<file path="config.mk">
export PLATFORM = sky130hd
export DESIGN_NAME = uint64_to_decimal_ascii
export DESIGN_NICKNAME = d
export VERILOG_FILES = /design/src/hdl/u64dec_pkg.sv /design/src/hdl/u64dec_cell.sv /design/src/hdl/uint64_to_decimal_ascii.sv
export SDC_FILE = /design/constraint.sdc
export NUM_CORES = 1
export LEC_CHECK = 0
export BUFFER_PORTS_ARGS = -buffer_cell sky130_fd_sc_hd__clkbuf_2
export CAP_MARGIN = 20
export CELL_PAD_IN_SITES_DETAIL_PLACEMENT = 0
export CELL_PAD_IN_SITES_GLOBAL_PLACEMENT = 2
export CORE_AREA = 10 10 238 330
export DETAILED_ROUTE_END_ITERATION = 10
export DIE_AREA = 0 0 248 340
export PLACE_DENSITY_LB_ADDON = 0.08
export SLEW_MARGIN = 10
export SYNTH_ARGS = -nofsm -noshare
export SYNTH_HDL_FRONTEND = slang
export SYNTH_SLANG_ARGS = --single-unit
</file>
<file path="constraint.sdc">
create_clock -name i_clk -period 9.45 [get_ports i_clk]
set_input_delay 0.4725 -clock i_clk [delete_from_list [all_inputs] [get_ports i_clk]]
set_output_delay 0.4725 -clock i_clk [all_outputs]
set_load 0.03 [all_outputs]
</file>
<file path="src/hdl/u64dec_pkg.sv">
// Package for the 64-bit to decimal ASCII converter: word types, constants and helpers.
package u64dec_pkg;

    // Field widths of the input and result words.
    localparam int VALUE_W  = 64;
    localparam int SIZE_W   = 16;
    localparam int BYTE_W   = 8;
    localparam int POS_W    = 5;
    localparam int DIGIT_W  = 4;

    // Digit chain: one cell per decimal digit, several value bits per cycle.
    localparam int NUM_CELLS     = 20;
    localparam int BITS_PER_STEP = 8;
    localparam int CONV_STEPS    = VALUE_W / BITS_PER_STEP;
    localparam int CNT_W         = $clog2(CONV_STEPS);

    localparam logic [BYTE_W-1:0] ASCII_ZERO = 8'h30;

    // Input word.
    typedef struct packed {
        logic [VALUE_W-1:0] value;
        logic [SIZE_W-1:0]  buffer_size;
    } t_in;

    // Result word.
    typedef struct packed {
        logic              fits;
        logic [BYTE_W-1:0] text_byte;
        logic [POS_W-1:0]  position;
        logic              last;
    } t_out;

    // Controls shared by every cell of the chain.
    typedef struct packed {
        logic load;
        logic conv;
        logic shift;
    } t_cell_ctrl;

    // Digit count from the per-digit nonzero flags; zero still has one digit.
    function automatic logic [POS_W-1:0] f_width(input logic [NUM_CELLS-1:0] nz);
        logic [POS_W-1:0] w;
        w = POS_W'(1);
        for (int c = 0; c < NUM_CELLS; c++) begin
            if (nz[c]) begin
                w = POS_W'(c + 1);
            end
        end
        return w;
    endfunction

endpackage

</file>
<file path="src/hdl/u64dec_cell.sv">
// One BCD digit cell of the shift-and-add-3 chain, with a digit shift path for readout.
module u64dec_cell (
    input  logic                                    i_clk,
    input  u64dec_pkg::t_cell_ctrl                  i_ctrl,
    input  logic [u64dec_pkg::BITS_PER_STEP-1:0]    i_bits,
    input  logic [u64dec_pkg::DIGIT_W-1:0]          i_digit,
    output logic [u64dec_pkg::BITS_PER_STEP-1:0]    o_bits,
    output logic [u64dec_pkg::DIGIT_W-1:0]          o_digit
);

    logic [u64dec_pkg::DIGIT_W-1:0] r_digit;
    logic [u64dec_pkg::DIGIT_W-1:0] n_digit;

    // Several double-dabble steps per cycle: correct the digit, pass its top bit
    // up the chain, then take in the bit from the neighbor below. Bit 7 goes first.
    always_comb begin
        logic [u64dec_pkg::DIGIT_W-1:0] v;
        v = r_digit;
        o_bits = '0;
        for (int j = 0; j < u64dec_pkg::BITS_PER_STEP; j++) begin
            if (v >= 4'd5) begin
                v = v + 4'd3;
            end
            o_bits[u64dec_pkg::BITS_PER_STEP-1-j] = v[u64dec_pkg::DIGIT_W-1];
            v = {v[u64dec_pkg::DIGIT_W-2:0], i_bits[u64dec_pkg::BITS_PER_STEP-1-j]};
        end
        n_digit = v;
    end

    // Digit register: cleared on a new word, updated while converting,
    // moved up one place per emitted character.
    always_ff @(posedge i_clk) begin
        if (i_ctrl.load) begin
            r_digit <= '0;
        end else if (i_ctrl.conv) begin
            r_digit <= n_digit;
        end else if (i_ctrl.shift) begin
            r_digit <= i_digit;
        end
    end

    assign o_digit = r_digit;

endmodule

</file>
<file path="src/hdl/uint64_to_decimal_ascii.sv">
// Top level: converts a 64-bit unsigned value to decimal ASCII text, one character per word.
//
// Usage: drive the input word on i_in and raise start while busy is low; the
// word is taken at that clock edge and busy rises in the next cycle.
// The value shifts into a chain of 20 BCD digit cells, eight bits per cycle; after
// the conversion, the counting state works out how many digits the value has.
// Then the result words appear on o_out, one per cycle, each marked by o_strobe
// for exactly one cycle: the digits most significant first with their buffer
// positions, then a zero terminator marked last. If the digits and terminator
// do not fit the buffer, a single word with fits cleared and last set comes out.
// busy falls in the cycle that shows the last word, so a new start may be taken
// at the edge that ends it. The receiver cannot stall: every word is taken as shown.
// Reset clears the control state and the strobe; busy is low after reset.
module uint64_to_decimal_ascii (
    input  logic                i_clk,
    input  logic                i_rst_n,
    input  logic                start,
    output logic                busy,
    input  u64dec_pkg::t_in     i_in,
    output logic                o_strobe,
    output u64dec_pkg::t_out    o_out
);

    typedef enum logic [3:0] {
        S_IDLE  = 4'b0001,
        S_CONV  = 4'b0010,
        S_COUNT = 4'b0100,
        S_EMIT  = 4'b1000
    } t_state;

    t_state                                 r_state;
    logic [u64dec_pkg::VALUE_W-1:0]         r_value;
    logic [u64dec_pkg::SIZE_W-1:0]          r_size;
    logic [u64dec_pkg::CNT_W-1:0]           r_cnt;
    logic [u64dec_pkg::POS_W-1:0]           r_width;
    logic [u64dec_pkg::POS_W-1:0]           r_pos;
    logic                                   r_fail;
    logic                                   r_strobe;
    u64dec_pkg::t_out                       r_out;

    u64dec_pkg::t_cell_ctrl                 w_ctrl;
    logic [u64dec_pkg::BITS_PER_STEP-1:0]   w_bits  [0:u64dec_pkg::NUM_CELLS];
    logic [u64dec_pkg::DIGIT_W-1:0]         w_digit [0:u64dec_pkg::NUM_CELLS];
    logic [u64dec_pkg::NUM_CELLS-1:0]       w_nz;
    logic [u64dec_pkg::POS_W-1:0]           w_width;
    logic [u64dec_pkg::DIGIT_W-1:0]         w_top;
    logic                                   w_accept;
    logic                                   w_more;

    assign busy     = (r_state != S_IDLE);
    assign w_accept = start && !busy;
    assign w_more   = (r_pos != r_width);

    // Chain ends: the value enters at the bottom, zeros fill in during readout.
    assign w_bits[0]  = r_value[u64dec_pkg::VALUE_W-1 -: u64dec_pkg::BITS_PER_STEP];
    assign w_digit[0] = '0;

    assign w_ctrl.load  = w_accept;
    assign w_ctrl.conv  = (r_state == S_CONV);
    assign w_ctrl.shift = (r_state == S_EMIT) && !r_fail && w_more;

    // The row of digit cells, least significant digit at the bottom.
    for (genvar c = 0; c < u64dec_pkg::NUM_CELLS; c++) begin : g_cell
        u64dec_cell u_cell (
            .i_clk   (i_clk),
            .i_ctrl  (w_ctrl),
            .i_bits  (w_bits[c]),
            .i_digit (w_digit[c]),
            .o_bits  (w_bits[c+1]),
            .o_digit (w_digit[c+1])
        );
        assign w_nz[c] = |w_digit[c+1];
    end

    assign w_width = u64dec_pkg::f_width(w_nz);

    // The leading digit sits in cell width-1; the cells move up under it.
    assign w_top = w_digit[r_width];

    // Sequencer: load, convert, count digits, emit characters.
    always_ff @(posedge i_clk) begin
        if (!i_rst_n) begin
            r_state  <= S_IDLE;
            r_strobe <= 1'b0;
        end else begin
            r_strobe <= 1'b0;
            case (r_state)
                S_IDLE: begin
                    if (start) begin
                        r_state <= S_CONV;
                    end
                end
                S_CONV: begin
                    if (r_cnt == u64dec_pkg::CNT_W'(u64dec_pkg::CONV_STEPS - 1)) begin
                        r_state <= S_COUNT;
                    end
                end
                S_COUNT: begin
                    r_state <= S_EMIT;
                end
                S_EMIT: begin
                    r_strobe <= 1'b1;
                    if (r_fail || !w_more) begin
                        r_state <= S_IDLE;
                    end
                end
                default: begin
                    r_state <= S_IDLE;
                end
            endcase
        end
    end

    // Datapath registers: value shifter, step counter, digit count and output word.
    always_ff @(posedge i_clk) begin
        if (w_accept) begin
            r_value <= i_in.value;
            r_size  <= i_in.buffer_size;
            r_cnt   <= '0;
        end
        if (r_state == S_CONV) begin
            r_value <= r_value << u64dec_pkg::BITS_PER_STEP;
            r_cnt   <= r_cnt + 1'b1;
        end
        if (r_state == S_COUNT) begin
            r_width <= w_width;
            r_fail  <= ({{(u64dec_pkg::SIZE_W - u64dec_pkg::POS_W){1'b0}}, w_width} >= r_size);
            r_pos   <= '0;
        end
        if (r_state == S_EMIT) begin
            if (r_fail) begin
                r_out.fits      <= 1'b0;
                r_out.text_byte <= '0;
                r_out.position  <= '0;
                r_out.last      <= 1'b1;
            end else if (w_more) begin
                r_out.fits      <= 1'b1;
                r_out.text_byte <= u64dec_pkg::ASCII_ZERO
                                   + {{(u64dec_pkg::BYTE_W - u64dec_pkg::DIGIT_W){1'b0}}, w_top};
                r_out.position  <= r_pos;
                r_out.last      <= 1'b0;
                r_pos           <= r_pos + 1'b1;
            end else begin
                r_out.fits      <= 1'b1;
                r_out.text_byte <= '0;
                r_out.position  <= r_width;
                r_out.last      <= 1'b1;
            end
        end
    end

    assign o_strobe = r_strobe;
    assign o_out    = r_out;

    // Twenty digits always hold a 64-bit value, so nothing carries out of the top cell.
    a_no_overflow: assert property (@(posedge i_clk) disable iff (!i_rst_n)
        (r_state == S_CONV) |-> (w_bits[u64dec_pkg::NUM_CELLS] == '0))
        else $error("digit chain overflowed during conversion");

    // A word goes out only after an emit cycle.
    a_strobe_src: assert property (@(posedge i_clk) disable iff (!i_rst_n)
        o_strobe |-> $past(r_state == S_EMIT))
        else $error("result strobe without emit cycle");

    // The last word of a run coincides with the block going idle.
    a_last_idle: assert property (@(posedge i_clk) disable iff (!i_rst_n)
        (o_strobe && o_out.last) |-> !busy)
        else $error("last word shown while still busy");

    // The first character of a multi-digit number is never a leading zero.
    a_no_lead_zero: assert property (@(posedge i_clk) disable iff (!i_rst_n)
        (o_strobe && o_out.fits && !o_out.last && (o_out.position == '0))
        |-> ((o_out.text_byte != u64dec_pkg::ASCII_ZERO) || (r_width == u64dec_pkg::POS_W'(1))))
        else $error("leading zero emitted");

    // A failure is always a single word.
    a_fail_last: assert property (@(posedge i_clk) disable iff (!i_rst_n)
        (o_strobe && !o_out.fits) |-> o_out.last)
        else $error("failure word not marked last");

endmodule

</file>
==> impl_metrics.csv, run 1 <==
group,metric,value,unit
min_path,whs_path_depth,1,
sta,final_max_slew_viol_count,0,
cts,ctsHoldBuffers,0,
critical_path,reg2reg_slack,1.81,ns
die,die_x,248,µm
critical_path,cp_data_required_time,9.80,ns
synthesis,yosys_warnings,0,
die,core_area,0.0725,mm²
synthesis,ys_top_cells_by_area,"edfxtp_1, ha_1, dfxtp_1",
global_routing,grt-ovfl-total,0,
critical_path,max_stage_delay,0.65,ns
cells_and_area,syn2layout_area_growth,6.30,%
synthesis,syn-cell-area,0.0286,mm²
critical_path,crit_path_top_delay_cell,"dfxtp_1",
sta,hold_ws,0.135,ns
cts,h-tree-depth,4,
critical_path,reg2reg_from,"g_cell[12].u_cell.o_digit[0]$_SDFFE_PP0P_",
cts,cts_inserted_buffers,17,
die,rows,117,
synthesis,synth-async-reset-ratio,0,
critical_path,cp_max_fo,11,
synthesis,postSynthCellCount,3738,
routing,vias,28400,
critical_path,start_kind,"flop",
sta,rsz0062_at_grt,"false",
placement,dp_slack,1.95,ns
global_routing,grt_max_degree,91,
synthesis,seq_area_frac_synth,0.166,
placement,gp_congestion,0.872,
sta,hold_violations,0,
sta,setup_viol,0,
sta,tightest_slew,1.06,ns
min_path,min_from,"i_in[5]",
synthesis,avgSynthCellArea,7.65,µm²
placement,dp_hpwl,69.1,mm
cts,clk_path_buf_depth,2,
cells_and_area,final_nets,3967,
global_routing,grt_usage,0.204,
die,initial_core_util,0.395,
routing,wl,89.5,mm
critical_path,ff2ff_path_depth,32,
cts,root_buffer,"clkbuf_16",
run,drv_cap,0,
critical_path,crit_type,"flop to flop",
cts,cts_setup_buffers,0,
sta,max_freq,0.131,GHz
die,dieArea,0.0843,mm²
synthesis,yosysMostFrequentCell,"nand2_1",
routing,drt-wirelength-per-cell,19.1,µm
critical_path,critical_path_arrival,7.98,ns
sta,fin_worst_skew,0.0168,ns
cells_and_area,n_antenna_cell,0,
min_path,hp-class,"input port to flop",
critical_path,cp-startpoint,"g_cell[12].u_cell.o_digit[0]$_SDFFE_PP0P_",
sta,post-route-min-period,7.64,ns
routing,drt_first_pass_iters,6,
sta,timing.final.crit_share,0.808,
sta,layout_setup_ws,1.81,ns
cts,post_cts_resize_count,0,
cts,cts_tree,"done",
routing,viasPerCell,6.06,
synthesis,synthFlopType,"dfxtp_1",
synthesis,synth.largest_area_cell,"edfxtp_1",
synthesis,synth_common_cells,"nand2_1, nor2_1, a21oi_1",
placement,io_buffers,97,
synthesis,synth_edf_count,93,
min_path,worstHoldEndpoint,"r_size[5]$_DFFE_PP_",
critical_path,r2r-end,"g_cell[16].u_cell.o_digit[0]$_SDFFE_PP0P_",
die,pin_count,100,
routing,ant_nets,0,
die,dieHeight,340,µm
cts,clk_pin_slew,0.09,ns
global_routing,grt_pass1_wl,143,mm
critical_path,endpoint_kind,"flop",
cts,clock_latency,0.50,ns
run_status,status,"completed",
cells_and_area,drive_above_1_share,0.143,
routing,drc,0,
routing,drtIter0Drc,1534,
cts,cts_sinks,191,
synthesis,ys_seq_elements,191,
global_routing,grt_pass1_vias,27500,
synthesis,ys_types,135,
global_routing,antenna_found_initial,1,
sta,setup_tns,0,ns
synthesis,synth_top_cell_area_share,0.0976,
sta,slew_headroom,0.290,
critical_path,critPathMostFrequentCell,"ha_1",
-- registers in the layout, indices dropped and copies added, names as in the netlist --
| signal | cells |
|---|---|
| r_fail | 1 |
| r_state | 4 |
| r_value | 64 |
| r_width | 5 |
| r_pos | 5 |
| r_cnt | 3 |
| r_size | 16 |
| o_strobe | 1 |
| o_out | 12 |
| g_cell.u_cell.o_digit | 80 |
-- cell type report --
| class | instances | area (µm²) |
|---|---|---|
| clock inverter | 15 | 159 |
| inverter | 251 | 945 |
| sequential | 191 | 4750 |
| fill | 7361 | 42100 |
| multi-input combinational | 3149 | 22300 |
| tap | 952 | 1190 |
| clock buffer | 17 | 425 |
| timing repair buffer | 115 | 621 |
-- worst max path at each step --
stage | end | cells after the start
global placement | g_cell[15].u_cell.o_digit[2]$_SDFFE_PP0P_ | 32
finish | g_cell[16].u_cell.o_digit[0]$_SDFFE_PP0P_ | 32
detailed placement | g_cell[15].u_cell.o_digit[3]$_SDFFE_PP0P_ | 32
floorplan | g_cell[11].u_cell.o_digit[0]$_SDFFE_PP0P_ | 37
CTS | g_cell[15].u_cell.o_digit[1]$_SDFFE_PP0P_ | 32
global route | g_cell[15].u_cell.o_digit[3]$_SDFFE_PP0P_ | 32
-- routing by layer --
layer,up-vias,global-route usage,part of all wire
met5,-,0,0
met4,0,0.0499,0.016
met3,74,0.0177,0.029
met2,495,0.376,0.52
met1,13700,0.249,0.44
li1,14100,-,-
-- logic make-up after synthesis --
logic type | share of synthesized area
XOR/XNOR | 0.0454
multiplexers | 0.0928
adder cells (fa/ha/maj) | 0.0710
other | 0.000131
AND/OR/NAND/NOR | 0.212
flip-flops | 0.166
AO/OA/AOI/OAI | 0.357
buffers and inverters | 0.0552
-- per-stage QoR --
stage	instances	util	instance area (µm²)
6_report	4690	0.420	30400
2_1_floorplan	3739	-	28600
5_1_grt	4690	0.420	30400
3_5_place_dp	4658	0.412	29800
4_1_cts	4690	0.420	30400
3_3_place_gp	4658	0.412	29800
-- worst max-delay path: cells and delay by family, from the launching register on --
| kind | cells | cell delay (ns) |
|---|---|---|
| AO/OA/AOI/OAI | 10 | 2.25 |
| AND/OR/NAND/NOR | 8 | 1.78 |
| adder cells (fa/ha/maj) | 5 | 1.18 |
| XOR/XNOR | 2 | 0.71 |
| flip-flops | 1 | 0.65 |
| multiplexers | 3 | 0.57 |
| buffers and inverters | 4 | 0.35 |
-- cell usage in the layout, fill, tap and decap left out, types with 18 or more instances in the layout --
| master | Yosys | layout |
|---|---|---|
| a211o_1 | 32 | 32 |
| a211oi_1 | 86 | 86 |
| a21o_1 | 47 | 47 |
| a21oi_1 | 261 | 261 |
| a221oi_1 | 18 | 18 |
| a22o_1 | 68 | 68 |
| a22oi_1 | 19 | 19 |
| a31o_2 | 20 | 20 |
| a31oi_1 | 53 | 53 |
| and2_1 | 46 | 45 |
| and3_1 | 36 | 36 |
| buf_4 | 6 | 18 |
| clkbuf_2 | 0 | 97 |
| dfxtp_1 | 98 | 98 |
| edfxtp_1 | 93 | 93 |
| ha_1 | 159 | 159 |
| inv_1 | 234 | 233 |
| mux2_2 | 71 | 71 |
| mux2i_1 | 106 | 106 |
| mux4_2 | 20 | 20 |
| nand2_1 | 370 | 367 |
| nand2b_1 | 55 | 55 |
| nand3_1 | 108 | 108 |
| nor2_1 | 292 | 292 |
| nor2b_1 | 46 | 46 |
| nor3_1 | 82 | 82 |
| o211ai_1 | 57 | 57 |
| o21a_1 | 35 | 35 |
| o21ai_0 | 209 | 209 |
| o21ai_1 | 73 | 73 |
| o21bai_1 | 24 | 24 |
| o22ai_1 | 40 | 40 |
| o31ai_1 | 24 | 24 |
| or2_2 | 42 | 42 |
| or3_1 | 41 | 41 |
| xnor2_1 | 57 | 57 |
| xnor2_2 | 25 | 25 |
| xor2_1 | 25 | 25 |
Power of run 1 is not shown: default switching activity piles up to over one toggle a cycle in this logic, so the estimate is an artifact.
==> run 2: changes to the inputs <==
--- a/config.mk
+++ b/config.mk
@@ -9,9 +9,9 @@
 export CAP_MARGIN = 20
 export CELL_PAD_IN_SITES_DETAIL_PLACEMENT = 0
 export CELL_PAD_IN_SITES_GLOBAL_PLACEMENT = 2
-export CORE_AREA = 10 10 238 330
+export CORE_AREA = 10 10 240 334
 export DETAILED_ROUTE_END_ITERATION = 10
-export DIE_AREA = 0 0 248 340
+export DIE_AREA = 0 0 250 344
 export PLACE_DENSITY_LB_ADDON = 0.08
 export SLEW_MARGIN = 10
 export SYNTH_ARGS = -nofsm -noshare
==> constraint.sdc (replaced) <==
create_clock -name i_clk -period 7.7 [get_ports i_clk]
set_input_delay 0.385 -clock i_clk [delete_from_list [all_inputs] [get_ports i_clk]]
set_output_delay 0.385 -clock i_clk [all_outputs]
set_load 0.03 [all_outputs]
==> run 2 against run 1 <==
  * Count of clock-buffer cells in the layout is the same
  * Via count decreased by 0.23%
  * Wire length increased by 0.41%
  * Die area grew 2.0%
  * Worst hold slack lost 0.099 ns
  * Sequential share of layout area decreased by 0.13 points
  * Global-route usage is 0.46 points lower
  * Critical path depth shrank 5
  * Final cell count increased by 0.53%
==> impl_metrics.csv, run 2 (same netlist as run 1, synthesis figures left out) <==
group,metric,value,unit
sta,final_max_slew_viol_count,0,
cells_and_area,largest_reg_flops,80,
cts,cts_tree,"done",
cells_and_area,fillers,7422,
sta,max_freq,0.140,GHz
routing,viasPerCell,6.01,
critical_path,ff2ff_path_depth,27,
placement,placed_cell_area,0.0300,mm²
placement,dp_hpwl,69.7,mm
cells_and_area,mostFrequentLayoutCells,"nand2_1, nor2_1, a21oi_1",
sta,fin_worst_skew,0.0148,ns
global_routing,grt_max_degree,81,
placement,io_buffers,97,
cts,cts_sinks,191,
critical_path,critPathMostFrequentCell,"ha_1",
critical_path,crit_path_top_delay_cell,"dfxtp_1",
critical_path,endpoint_kind,"flop",
cts,root_buffer,"clkbuf_16",
global_routing,grt_pass1_vias,27100,
global_routing,antenna_found_initial,2,
cts,h-tree-depth,4,
critical_path,max_stage_delay,0.56,ns
routing,drt-wirelength-per-cell,19.1,µm
routing,wl,89.8,mm
min_path,hp-class,"input port to flop",
sta,hold_violations,0,
cts,clk_path_buf_depth,2,
sta,timing.final.crit_share,0.927,
cts,clk_pin_slew,0.09,ns
die,dieHeight,344,µm
die,core_area,0.0737,mm²
cells_and_area,fin_area,0.0307,mm²
sta,post-route-min-period,7.14,ns
global_routing,grt_usage,0.200,
cts,cts_setup_buffers,0,
die,dieArea,0.0860,mm²
global_routing,grt_pass1_wl,143,mm
critical_path,start_kind,"flop",
sta,slew_headroom,0.331,
routing,drt_first_pass_iters,7,
cells_and_area,final_common_cell,"nand2_1",
cells_and_area,n_antenna_cell,0,
sta,tightest_slew,1.00,ns
cells_and_area,drive_above_1_share,0.152,
die,pin_count,100,
critical_path,cp_data_required_time,8.07,ns
die,die_x,250,µm
cells_and_area,final_nets,3984,
run_status,status,"completed",
critical_path,cp_max_fo,10,
global_routing,grt-ovfl-total,0,
critical_path,critical_path_arrival,7.51,ns
cells_and_area,syn2layout_area_growth,7.32,%
placement,gp_congestion,0.859,
cts,clock_latency,0.51,ns
routing,drc,0,
sta,setup_viol,0,
placement,dp.cells,4683,
routing,vias,28300,
min_path,whs_path_depth,1,
critical_path,crit_type,"flop to flop",
routing,ant_nets,0,
run,drv_cap,0,
routing,drtIter0Drc,1627,
cts,cts_inserted_buffers,17,
cells_and_area,stdcell_count,4715,
die,initial_core_util,0.388,
die,rows,118,
cts,ctsHoldBuffers,0,
## run 2: path summary, 6_finish.rpt
check | endpoint | slack, ns | from
min | r_size[4]$_DFFE_PP_ | 0.04 | i_in[4]
max | g_cell[12].u_cell.o_digit[0]$_SDFFE_PP0P_ | 0.56 | g_cell[7].u_cell.o_digit[0]$_SDFFE_PP0P_
max reg2reg | g_cell[12].u_cell.o_digit[0]$_SDFFE_PP0P_ | 0.56 | g_cell[7].u_cell.o_digit[0]$_SDFFE_PP0P_
min reg2reg | r_value[2]$_SDFFE_PP0P_ | 0.46 | r_value[2]$_SDFFE_PP0P_
## run 2: layout make-up
cell class              count  area [µm²]  share of cell area
clock inverters            15         215             0.00701
repair buffers            132         761              0.0248
inverters                 251         945              0.0308
well taps                 960        1200              0.0391
clock buffers              17         425              0.0139
multi-input cells        3149       22400               0.729
flip-flops and latches    191        4760               0.155
## run 2: critical path, delay by kind of cell, from the launching register on
family,cells,cell delay (ns)
simple gates,7,1.98
mux,1,0.16
compound gates,12,2.62
flops,1,0.56
fa+ha+maj,4,0.93
xor+xnor,1,0.54
buf+inv,2,0.20
## run 2: repair_timing
| action | in CTS | in global routing |
|---|---|---|
| endpoints found under the setup margin | 0 | 21 |
| gates resized for setup | 0 | 21 |
| hold endpoints to repair | 0 | 0 |
## run 2: layer usage
layer / track usage / routed length, µm / vias up
met5: 0 / 22 / -
met4: 0.0481 / 1460 / 4
met3: 0.0219 / 2890 / 78
met2: 0.374 / 46200 / 485
met1: 0.239 / 39300 / 13600
li1: - / - / 14100
## run 2: metrics by stage
| stage | TNS, ns | hold slack, ns | util | setup WS [ns] |
|---|---|---|---|---|
| 6_report | 0 | 0.0369 | 0.417 | 0.564 |
| 5_1_grt | -0.00314 | 0.0270 | 0.417 | -0.00314 |
| 4_1_cts | 0 | 0.0121 | 0.415 | 0.143 |
| 3_5_place_dp | 0 | 0.449 | 0.407 | 0.193 |
| 3_3_place_gp | 0 | 0.442 | 0.407 | 0.500 |
| 2_1_floorplan | 0 | 0.436 | - | 1.40 |
Power of run 2 is left out for the same reason.
